`src/hw/rtl/s2i_pkg.sv`:
```
// Shared types and character constants for the string to integer converter.
package s2i_pkg;

  localparam int unsigned ChW  = 8;
  localparam int unsigned OutW = 32;

  // Character codes used by the prefix and digit decode.
  localparam logic [ChW-1:0] CharNul     = 8'h00;
  localparam logic [ChW-1:0] CharMinus   = 8'h2D;
  localparam logic [ChW-1:0] CharZero    = 8'h30;
  localparam logic [ChW-1:0] CharNine    = 8'h39;
  localparam logic [ChW-1:0] CharLowA    = 8'h61;
  localparam logic [ChW-1:0] CharLowF    = 8'h66;
  localparam logic [ChW-1:0] CharLowX    = 8'h78;
  localparam logic [ChW-1:0] CaseBit     = 8'h20;
  // Subtracting this from a lowercase letter gives its hex digit value.
  localparam logic [ChW-1:0] HexLetterOfs = 8'h57;

  typedef enum logic [3:0] {
    PH_START = 4'b0001,
    PH_SIGN  = 4'b0010,
    PH_ZERO  = 4'b0100,
    PH_BODY  = 4'b1000
  } phase_e;

  typedef enum logic [1:0] {
    BASE_DEC = 2'd0,
    BASE_OCT = 2'd1,
    BASE_HEX = 2'd2
  } base_e;

  typedef struct packed {
    logic [ChW-1:0] ch;
    logic           last;
  } beat_t;

  typedef struct packed {
    phase_e phase;
    base_e  base;
    logic   negative;
  } ctl_t;

  localparam ctl_t CtlReset = '{phase: PH_START, base: BASE_DEC, negative: 1'b0};

endpackage

```
`src/hw/rtl/s2i_in_stage.sv`:
```
// Input register stage: captures one character beat and holds it until it is processed.
module s2i_in_stage
  import s2i_pkg::*;
(
  input  logic  clk_i,
  input  logic  rst_ni,
  input  logic  s_valid_i,
  output logic  s_ready_o,
  input  beat_t s_beat_i,
  input  logic  take_i,
  output logic  valid_o,
  output beat_t beat_o
);

  logic  valid_q, valid_d;
  beat_t beat_q;

  assign s_ready_o = !valid_q || take_i;

  always_comb begin
    valid_d = valid_q;
    if (s_ready_o) begin
      valid_d = s_valid_i;
    end
  end

  always_ff @(posedge clk_i or negedge rst_ni) begin
    if (!rst_ni) begin
      valid_q <= 1'b0;
    end else begin
      valid_q <= valid_d;
    end
  end

  always_ff @(posedge clk_i) begin
    if (s_ready_o && s_valid_i) begin
      beat_q <= s_beat_i;
    end
  end

  assign valid_o = valid_q;
  assign beat_o  = beat_q;

endmodule

```
`src/hw/rtl/s2i_step.sv`:
```
// Per-character update: prefix and sign handling, digit decode and accumulate, end of string.
module s2i_step
  import s2i_pkg::*;
#(
  parameter int unsigned VALUE_WIDTH = 32
) (
  input  ctl_t                   ctl_i,
  input  logic [VALUE_WIDTH-1:0] acc_i,
  input  beat_t                  beat_i,
  output ctl_t                   ctl_o,
  output logic [VALUE_WIDTH-1:0] acc_o,
  output logic                   fin_o,
  output logic [OutW-1:0]        value_o
);

  localparam int unsigned ExtW = (VALUE_WIDTH > OutW) ? VALUE_WIDTH : OutW;

  logic [ChW-1:0]         ch, lower;
  logic                   is_dec, is_hex_letter, take, digit_ok;
  logic [3:0]             digit;
  ctl_t                   ctl_n;
  logic [VALUE_WIDTH-1:0] scaled, acc_n, signed_val;
  logic [ExtW-1:0]        ext_val;

  assign ch            = beat_i.ch;
  assign lower         = ch | CaseBit;
  assign is_dec        = (ch >= CharZero) && (ch <= CharNine);
  assign is_hex_letter = (lower >= CharLowA) && (lower <= CharLowF);
  assign digit         = is_dec ? 4'(ch - CharZero) : 4'(lower - HexLetterOfs);

  always_comb begin
    ctl_n = ctl_i;
    take  = 1'b0;
    if (ch != CharNul) begin
      unique case (ctl_i.phase)
        PH_START, PH_SIGN: begin
          if ((ctl_i.phase == PH_START) && (ch == CharMinus)) begin
            ctl_n.negative = 1'b1;
            ctl_n.phase    = PH_SIGN;
          end else if (ch == CharZero) begin
            ctl_n.phase = PH_ZERO;
          end else begin
            ctl_n.base  = BASE_DEC;
            ctl_n.phase = PH_BODY;
            take        = 1'b1;
          end
        end
        PH_ZERO: begin
          ctl_n.phase = PH_BODY;
          if (lower == CharLowX) begin
            ctl_n.base = BASE_HEX;
          end else begin
            ctl_n.base = BASE_OCT;
            take       = 1'b1;
          end
        end
        PH_BODY: begin
          take = 1'b1;
        end
        default: begin
          ctl_n = CtlReset;
        end
      endcase
    end
  end

  // Octal mode still takes 8 and 9 as digits; letters only count in hex mode.
  assign digit_ok = take && (is_dec || ((ctl_n.base == BASE_HEX) && is_hex_letter));

  always_comb begin
    unique case (ctl_n.base)
      BASE_HEX: scaled = acc_i << 4;
      BASE_OCT: scaled = acc_i << 3;
      default:  scaled = (acc_i << 3) + (acc_i << 1);
    endcase
  end

  assign acc_n      = digit_ok ? (scaled + VALUE_WIDTH'(digit)) : acc_i;
  assign fin_o      = beat_i.last || (ch == CharNul);
  assign signed_val = ctl_n.negative ? (VALUE_WIDTH'(0) - acc_n) : acc_n;
  assign ext_val    = ExtW'(signed_val);
  assign value_o    = ext_val[OutW-1:0];

  assign ctl_o = fin_o ? CtlReset : ctl_n;
  assign acc_o = fin_o ? '0 : acc_n;

endmodule

```
`src/hw/rtl/string_to_integer_auto_radix_core.sv`:
```
// Top level of the streaming ASCII string to signed integer converter.
//
// The block takes one ASCII character per input beat and returns one 32-bit
// two's complement value per string. A leading '-' negates the result; after
// it, "0x" or "0X" selects hexadecimal, a lone leading '0' selects octal, and
// anything else selects decimal. Every digit of the current base updates the
// accumulator as acc * base + digit, wrapping modulo 2^VALUE_WIDTH; characters
// that are not digits are skipped. In octal mode '8' and '9' are still taken
// with their face values, and hex letters are accepted in either case. A NUL
// character, or a beat with tlast set, ends the string: a non-NUL last
// character is processed first, and then the result beat is produced and the
// parser returns to the start of a new string. When VALUE_WIDTH is below 32
// the result is zero extended; above 32 its low 32 bits are returned.
// One character is accepted per clock cycle unless a string's end is stalled:
// a beat is captured in the input register, the shift-add update then runs
// combinationally from that register and the parser state register, and a
// string's result is loaded into the output register when its final beat
// leaves the input register, and is offered from there. The input side keeps accepting while a
// result waits in the output register; it stalls only when a string ends and
// the output register is still held by the sink.
module string_to_integer_auto_radix_core
  import s2i_pkg::*;
#(
  parameter int unsigned VALUE_WIDTH = 32
) (
  input  logic            clk_i,
  input  logic            rst_ni,
  input  logic            s_axis_tvalid_i,
  output logic            s_axis_tready_o,
  input  logic [ChW-1:0]  s_axis_tdata_i,   // [7:0] ch
  input  logic            s_axis_tlast_i,   // last
  output logic            m_axis_tvalid_o,
  input  logic            m_axis_tready_i,
  output logic [OutW-1:0] m_axis_tdata_o    // [31:0] value (signed)
);

  beat_t                  in_beat, cur_beat;
  logic                   cur_valid, take, fin, out_free;
  ctl_t                   ctl_q, ctl_d;
  logic [VALUE_WIDTH-1:0] acc_q, acc_d;
  logic [OutW-1:0]        value;
  logic                   m_valid_q, m_valid_d;
  logic [OutW-1:0]        m_data_q;

  assign in_beat = '{ch: s_axis_tdata_i, last: s_axis_tlast_i};

  s2i_in_stage u_in_stage (
    .clk_i     (clk_i),
    .rst_ni    (rst_ni),
    .s_valid_i (s_axis_tvalid_i),
    .s_ready_o (s_axis_tready_o),
    .s_beat_i  (in_beat),
    .take_i    (take),
    .valid_o   (cur_valid),
    .beat_o    (cur_beat)
  );

  s2i_step #(
    .VALUE_WIDTH (VALUE_WIDTH)
  ) u_step (
    .ctl_i   (ctl_q),
    .acc_i   (acc_q),
    .beat_i  (cur_beat),
    .ctl_o   (ctl_d),
    .acc_o   (acc_d),
    .fin_o   (fin),
    .value_o (value)
  );

  // A character that ends a string needs the output register to be free.
  assign out_free = !m_valid_q || m_axis_tready_i;
  assign take     = cur_valid && (!fin || out_free);

  always_comb begin
    m_valid_d = m_valid_q;
    if (take && fin) begin
      m_valid_d = 1'b1;
    end else if (m_axis_tready_i) begin
      m_valid_d = 1'b0;
    end
  end

  always_ff @(posedge clk_i or negedge rst_ni) begin
    if (!rst_ni) begin
      ctl_q     <= CtlReset;
      acc_q     <= '0;
      m_valid_q <= 1'b0;
    end else begin
      m_valid_q <= m_valid_d;
      if (take) begin
        ctl_q <= ctl_d;
        acc_q <= acc_d;
      end
    end
  end

  always_ff @(posedge clk_i) begin
    if (take && fin) begin
      m_data_q <= value;
    end
  end

  assign m_axis_tvalid_o = m_valid_q;
  assign m_axis_tdata_o  = m_data_q;

endmodule

```
`config.mk`:
```
export PLATFORM = sky130hd
export DESIGN_NAME = string_to_integer_auto_radix_core
export DESIGN_NICKNAME = d
export VERILOG_FILES = /design/src/hw/rtl/s2i_pkg.sv /design/src/hw/rtl/s2i_in_stage.sv /design/src/hw/rtl/s2i_step.sv /design/src/hw/rtl/string_to_integer_auto_radix_core.sv
export SDC_FILE = /design/constraint.sdc
export NUM_CORES = 1
export LEC_CHECK = 0
export ABC_CLOCK_PERIOD_IN_PS = 6900
export BUFFER_PORTS_ARGS = -buffer_cell sky130_fd_sc_hd__buf_2
export CAP_MARGIN = 15
export CORE_AREA = 5 5 151 153
export CTS_CLUSTER_SIZE = 24
export DETAILED_ROUTE_END_ITERATION = 12
export DIE_AREA = 0 0 156 158
export GPL_ROUTABILITY_DRIVEN = 0
export HOLD_SLACK_MARGIN = 0.08
export MAX_ROUTING_LAYER = met4
export SETUP_SLACK_MARGIN = 0.4
export SLEW_MARGIN = 10
export SYNTH_ARGS = -nofsm -noshare
export SYNTH_HDL_FRONTEND = slang
export SYNTH_SLANG_ARGS = --single-unit
```
`constraint.sdc`:
```
create_clock -name clk_i -period 6.9 [get_ports clk_i]
set_input_delay 0 -clock clk_i [delete_from_list [all_inputs] [get_ports clk_i]]
set_output_delay 0 -clock clk_i [all_outputs]
set_load 0.02 [all_outputs]
```
# Word level (Yosys, flattened, before mapping)
# Index checks and enable logic that the tools add are counted.
dict set report classes {
  n_reduce_logical 23
  n_eq_ne 10
  add_sub_neg 5
  magnitude_cmp 4
  n_mux 22
}
# cell n
set op_table {}
lappend op_table {{$mux 32} 3}
lappend op_table {{$pmux 32 s2} 1}
lappend op_table {{$add 32x32->32} 1}
lappend op_table {{$add 32x4->32} 1}
lappend op_table {{$sub 1x32->32 const A} 1}
lappend op_table {{$pmux 6 s3} 1}
lappend op_table {{$eq 8x6->1 const B} 2}
lappend op_table {{$mux 7} 2}
lappend op_table {{$mux 4} 3}
lappend op_table {{$ge 8x6->1 const B} 1}
lappend op_table {{$ge 8x7->1 const B} 1}
lappend op_table {{$le 8x6->1 const B} 1}
lappend op_table {{$le 8x7->1 const B} 1}
lappend op_table {{$logic_and 1x1->1} 8}
lappend op_table {{$logic_not 8->1} 1}
lappend op_table {{$reduce_bool 8->1} 1}
lappend op_table {{$eq 7x6->1 const B} 1}
lappend op_table {{$mux 1} 7}
lappend op_table {{$mux 2} 3}
lappend op_table {{$logic_or 1x1->1} 5}
lappend op_table {{$eq 4x1->1 const B} 1}
lappend op_table {{$eq 4x2->1 const B} 1}
lappend op_table {{$eq 4x3->1 const B} 1}
lappend op_table {{$eq 4x4->1 const B} 1}
lappend op_table {{other kinds (11)} 15}
dict set report totals {
  word_cells 73
  inputBits 13
  out_inout_bits 34
  regBits 82
}

# Longest topological paths before layout
dict set report depth {
  depth_word 12
  mapped_depth 33
  mapped_depth_nobuf 25
}

# Modules after synthesis
# From an unflattened synthesis, not the netlist that was laid out.
dict set report hier_totals {
  hier_cells 1056
  hier_area_um2 9231.4
}
# mod cells_per_inst instances area_each_um2 seq_area_each_um2
set modules_own_cells {}
lappend modules_own_cells {s2i_step 783 1 5549.1 0.0}
lappend modules_own_cells {string_to_integer_auto_radix_core 260 1 3358.2 1963.1}
lappend modules_own_cells {s2i_in_stage 13 1 324.1 295.3}

# Worst setup path before layout
# Ideal clock, no wire load.
dict set report synth_path {
  path_type {register to register}
  start {register u_in_stage.beat_q, in the netlist u_in_stage.beat_o[1]}
  end {register m_data_q[31] (netlist: m_axis_tdata_o[31]), data pin}
  stages_incl_launch_ff 32
  setup_time_ns 0.265
  required_ns 6.635
  arrival_ns 7.348
  setup_slack_ns -0.713
  path_cell_list {edfxtp_1 inv_1 ha_1 nor3b_1 a31oi_1 o211ai_1 inv_1 a21oi_1 inv_1 ha_1 clkbuf_1 buf_2 buf_2 buf_2 buf_1 buf_2 buf_1 clkbuf_1 o21ai_0 ha_1 a21oi_1 and3b_1 or3b_1 buf_2 or3b_1 buf_2 or4_4 mux2_4 a211oi_4 and4bb_1 a41oi_1 xor2_1}
}
dict set report synth_via {
  elab_chain_len 12
  word_cells_on_any_way 36
}
# item line_no
set synth_rtl {}
lappend synth_rtl {{start: declaration} s2i_in_stage.sv:16} ;# beat_t beat_q;
lappend synth_rtl {{start signal: assignment} s2i_in_stage.sv:37} ;# beat_q <= s_beat_i;
lappend synth_rtl {{parallel branches: the longest is 11 deep, another holds $add 32x4->32} -}
lappend synth_rtl {{$mux 32 *} s2i_step.sv:80} ;# assign signed_val = ctl_n.negative ? (VALUE_WIDTH'(0) - acc_n) : acc_n;
lappend synth_rtl {{via u_step.value_o[31]} s2i_step.sv:13} ;# output logic [OutW-1:0] value_o
lappend synth_rtl {{end signal: assignment} string_to_integer_auto_radix_core.sv:99} ;# m_data_q <= value;
lappend synth_rtl {{end: declaration} string_to_integer_auto_radix_core.sv:43} ;# logic [OutW-1:0] m_data_q;
# Mark *: on every way through the listed nets, which the timed path passes. The select of a mux whose other input is x is not followed.
# A chain may end at the register's enable or synchronous reset.

# Worst setup path in the final report
dict set report layout_path {
  start {register u_in_stage.beat_q, in the netlist u_in_stage.beat_o[2]}
  end {register m_data_q[31] (netlist: m_axis_tdata_o[31]), data pin}
}
# Same word-level chain as after synthesis.

==> impl_metrics.ini <==
[run_status]
status = completed

[timing]
hold_viol = 0
maxSlewHeadroom_pct = 36.2
fin_hold_ws_ns = 0.339
setup_violations = 0
drv_slew = 0
rsz0062_at_grt = true
fin_ws_ns = 0.849
final.setup_skew_ns = 0.00765
fmax_ghz = 0.165
worstMarginPinSlew_ns = 0.957
tns_ns = 0
finalCritPeriodShare_pct = 87.7
finalCriticalPeriod_ns = 6.05

[synthesis]
synth_flop_cell = edfxtp_1
synth_most_common_cell = nand2_1
synth_top_family_by_area = compound AO/OA/AOI/OAI gates
synth_compound_area_share_pct = 26.9
synth.distinct_cells = 82
synth-simple-area-share_pct = 22.6
synth_mux_area_share_pct = 2.01
synth_area_leaders = edfxtp_1 (17%), dfrtp_1 (14%), ha_1 (6.3%)
synth-adder-area-share_pct = 6.85
synth_edf_count = 41
synth_seq_cells = 82
async_reset_ff_share_pct = 50.0
synth_area_um2 = 7340
synth_cells = 863
yosysTopAreaCellShare_pct = 16.8
seq_area_frac_synth_pct = 30.8
ys_top_cells_by_count = nand2_1 (84), o21ai_0 (63), nor2_1 (59), a21oi_1 (52), edfxtp_1 (41)
ys_warn_count = 0
synth_top_cell_by_area = edfxtp_1
syn-num-nets = 915
avgSynthCellArea_um2 = 8.50
synth_xor_area_share_pct = 7.04

[layout]
nets = 947
stdcell_count = 1180
drive_gt1_share_pct = 13.4
syn2layout_area_growth_pct = 13.7
diodes = 0

[drt]
wl_per_cell_um = 16.7
dr.pass1.iters = 5
drt_iter0_markers = 467
vias = 6807
wl_um = 19800
viasPerCell = 5.77
final_antenna_net_count = 0
drc = 0

[power_and_ir_drop]
power.leakage_nw = 3.31
p_comb_share_pct = 16.8
p_per_area_nw_per_um2 = 145
power_switching_uw = 349
finalPower_mw = 1.21
p_seq_share_pct = 45.8
clkPwrFrac_pct = 37.4
internal-power_uw = 858
vdd_drop_max_mv = 0.112
swShare_pct = 28.9

[global_routing]
grt_max_degree = 42
gr-total-overflow = 0
grt_util_met2_pct = 30.2
use_met3_pct = 2.52
grt_use_total_pct = 16.5
grt_pass1_vias = 6665
antenna_found_initial = 0
busiest_layer = met2
met1_usage_pct = 18.8
grt_pass1_wl_um = 32900

[placement]
post-place-cells = 1148
place_hpwl_um = 14800
preCtsSetupSlack_ns = 0.783
numPortBuffers = 46

[critical_path]
cp_top_family = simple AND/OR/NAND/NOR gates
path_max_fanout = 13
startpoint_type = register
endpoint_kind = register
cp.required_ns = 6.99
crit_slowest_cell = or3b_1
crit_path_max_incr_delay_ns = 0.51
crit_top_cell = inv_1
cp.arrival_ns = 6.14
path_cells = inv_2, ha_4, nor4b_2, and3_1, a31oi_1, o211ai_1, inv_1, a21oi_2, inv_1, ha_2, inv_1, nor2_1, ha_1, a21o_1, a21oi_2, and3b_1, or3b_1, or3b_4, or4_4, a211oi_2, o221ai_2, nor4b_4, a41oi_2, xor2_1
path_buf_inv = 4
path_class = register to register

[floorplan]
die_y_um = 158
rows = 54
die_area_um2 = 24600
start_util_pct = 34.3
io_pins = 47
die_x_um = 156
core_um2 = 21400

[clocking]
cts_tree = built
numCtsBuffers = 9
root_buffer = clkbuf_16
cts.reportedPaths.clkPinSlew_ns = 0.07
h-tree-depth = 3
cts_sinks = 82
clock_path_buffers = 2
insertion_delay_ns = 0.34

[hold_path]
hold_path_class = input pin to async pin

[job]
maxCapViolations = 0
-- worst reg2reg max path: cells and delay by family, from the launching register on --
family | cells | cell delay (ns)
adders and majority gates | 3 | 0.81
and+or+nand+nor | 8 | 2.76
buffers and inverters | 4 | 0.37
AOI/OAI and AO/OA | 8 | 1.25
DFF | 1 | 0.43
xor gates and xnor gates | 1 | 0.18
-- sequential cells by signal, summed over array words and instances, names as in the netlist --
register / cells
m_axis_tvalid_o: 1
u_in_stage.beat_o: 9
ctl_q: 7
m_axis_tdata_o: 32
acc_q: 32
u_in_stage.valid_o: 1
-- routing by layer --
metal	vias to the layer above	routed length (µm)	part of all wire (%)
met5	-	0	0
met4	0	414	2.1
met3	37	650	3.3
met2	149	10400	52
met1	3238	8320	42
li1	3383	-	-
-- timing repair --
item	CTS	global route
hold endpoints to repair	51	0
resized for setup	0	5
hold buffers	12	0
setup buffers	0	4
endpoints found under the setup margin	0	7
-- final cells by class --
type / count / area [µm²]
multi-input combinational: 710 / 4920
clock inverter: 6 / 48.8
timing repair buffer: 73 / 463
tap: 280 / 350
fill: 2145 / 13100
clock buffer: 10 / 229
sequential: 82 / 2260
inverter: 19 / 71.3
-- cell families (layout without fill, tap and decap cells) --
kind of cell | count (synthesis) | count (layout)
buffers and inverters | 71 | 108
adder cells (fa/ha/maj) | 39 | 39
AND/OR/NAND/NOR | 316 | 316
AO/OA/AOI/OAI | 282 | 282
XOR/XNOR | 59 | 59
flip-flops | 82 | 82
multiplexers | 14 | 14
-- power groups by stage --
stage | clock network (mW) | registers [mW] | logic (mW)
2_1_floorplan | 0 | 0.571 | 0.126
3_5_place_dp | 0 | 0.563 | 0.190
4_1_cts | 0.460 | 0.553 | 0.197
3_3_place_gp | 0 | 0.563 | 0.190
6_report | 0.451 | 0.553 | 0.202
5_1_grt | 0.484 | 0.556 | 0.225
-- path summary, 6_finish.rpt --
| check | startpoint | endpoint | slack, ns | depth (start not counted) |
|---|---|---|---|---|
| worst max register to register | u_in_stage.beat_o[2] | m_axis_tdata_o[31] | 0.85 | 24 |
| worst min register to register | ctl_q[2] | ctl_q[2] | 0.51 | 2 |
| max in group asynchronous | rst_ni | ctl_q[4] | 5.95 | 2 |
| worst min-delay path | rst_ni | acc_q[30] | 0.34 | 2 |
| worst max-delay path | u_in_stage.beat_o[2] | m_axis_tdata_o[31] | 0.85 | 24 |
| min in group clk_i | s_axis_tdata_i[5] | u_in_stage.beat_o[6] | 0.36 | 2 |
-- cell usage in the layout, fill, tap and decap left out, drive strengths merged, types with 11 or more instances in the layout --
| cell type | Yosys | routed |
|---|---|---|
| nand2 | 84 | 84 |
| o21ai | 67 | 67 |
| buf | 17 | 61 |
| nor2 | 59 | 59 |
| a21oi | 52 | 52 |
| edfxtp | 41 | 41 |
| dfrtp | 40 | 40 |
| ha | 37 | 37 |
| xnor2 | 36 | 36 |
| nor3 | 30 | 30 |
| nand3 | 24 | 24 |
| xor2 | 23 | 23 |
| inv | 19 | 21 |
| a221oi | 20 | 20 |
| and3 | 17 | 17 |
| a21o | 16 | 16 |
| a22o | 16 | 16 |
| nand4 | 15 | 15 |
| nor4 | 15 | 15 |
| a211oi | 15 | 15 |
| a31oi | 13 | 13 |
| dlygate4sd3 | 0 | 12 |
| mux2i | 11 | 11 |
-- stage by stage --
| step | cell area [µm²] | utilization, % |
|---|---|---|
| after detailed placement | 7880 | 36.8 |
| after global placement | 7880 | 36.8 |
| final | 8340 | 39.0 |
| after floorplan | 7490 | - |
| after CTS | 8280 | 38.7 |
| after global routing | 8340 | 39.0 |
No activity file was read; power rests on OpenSTA's default activity.
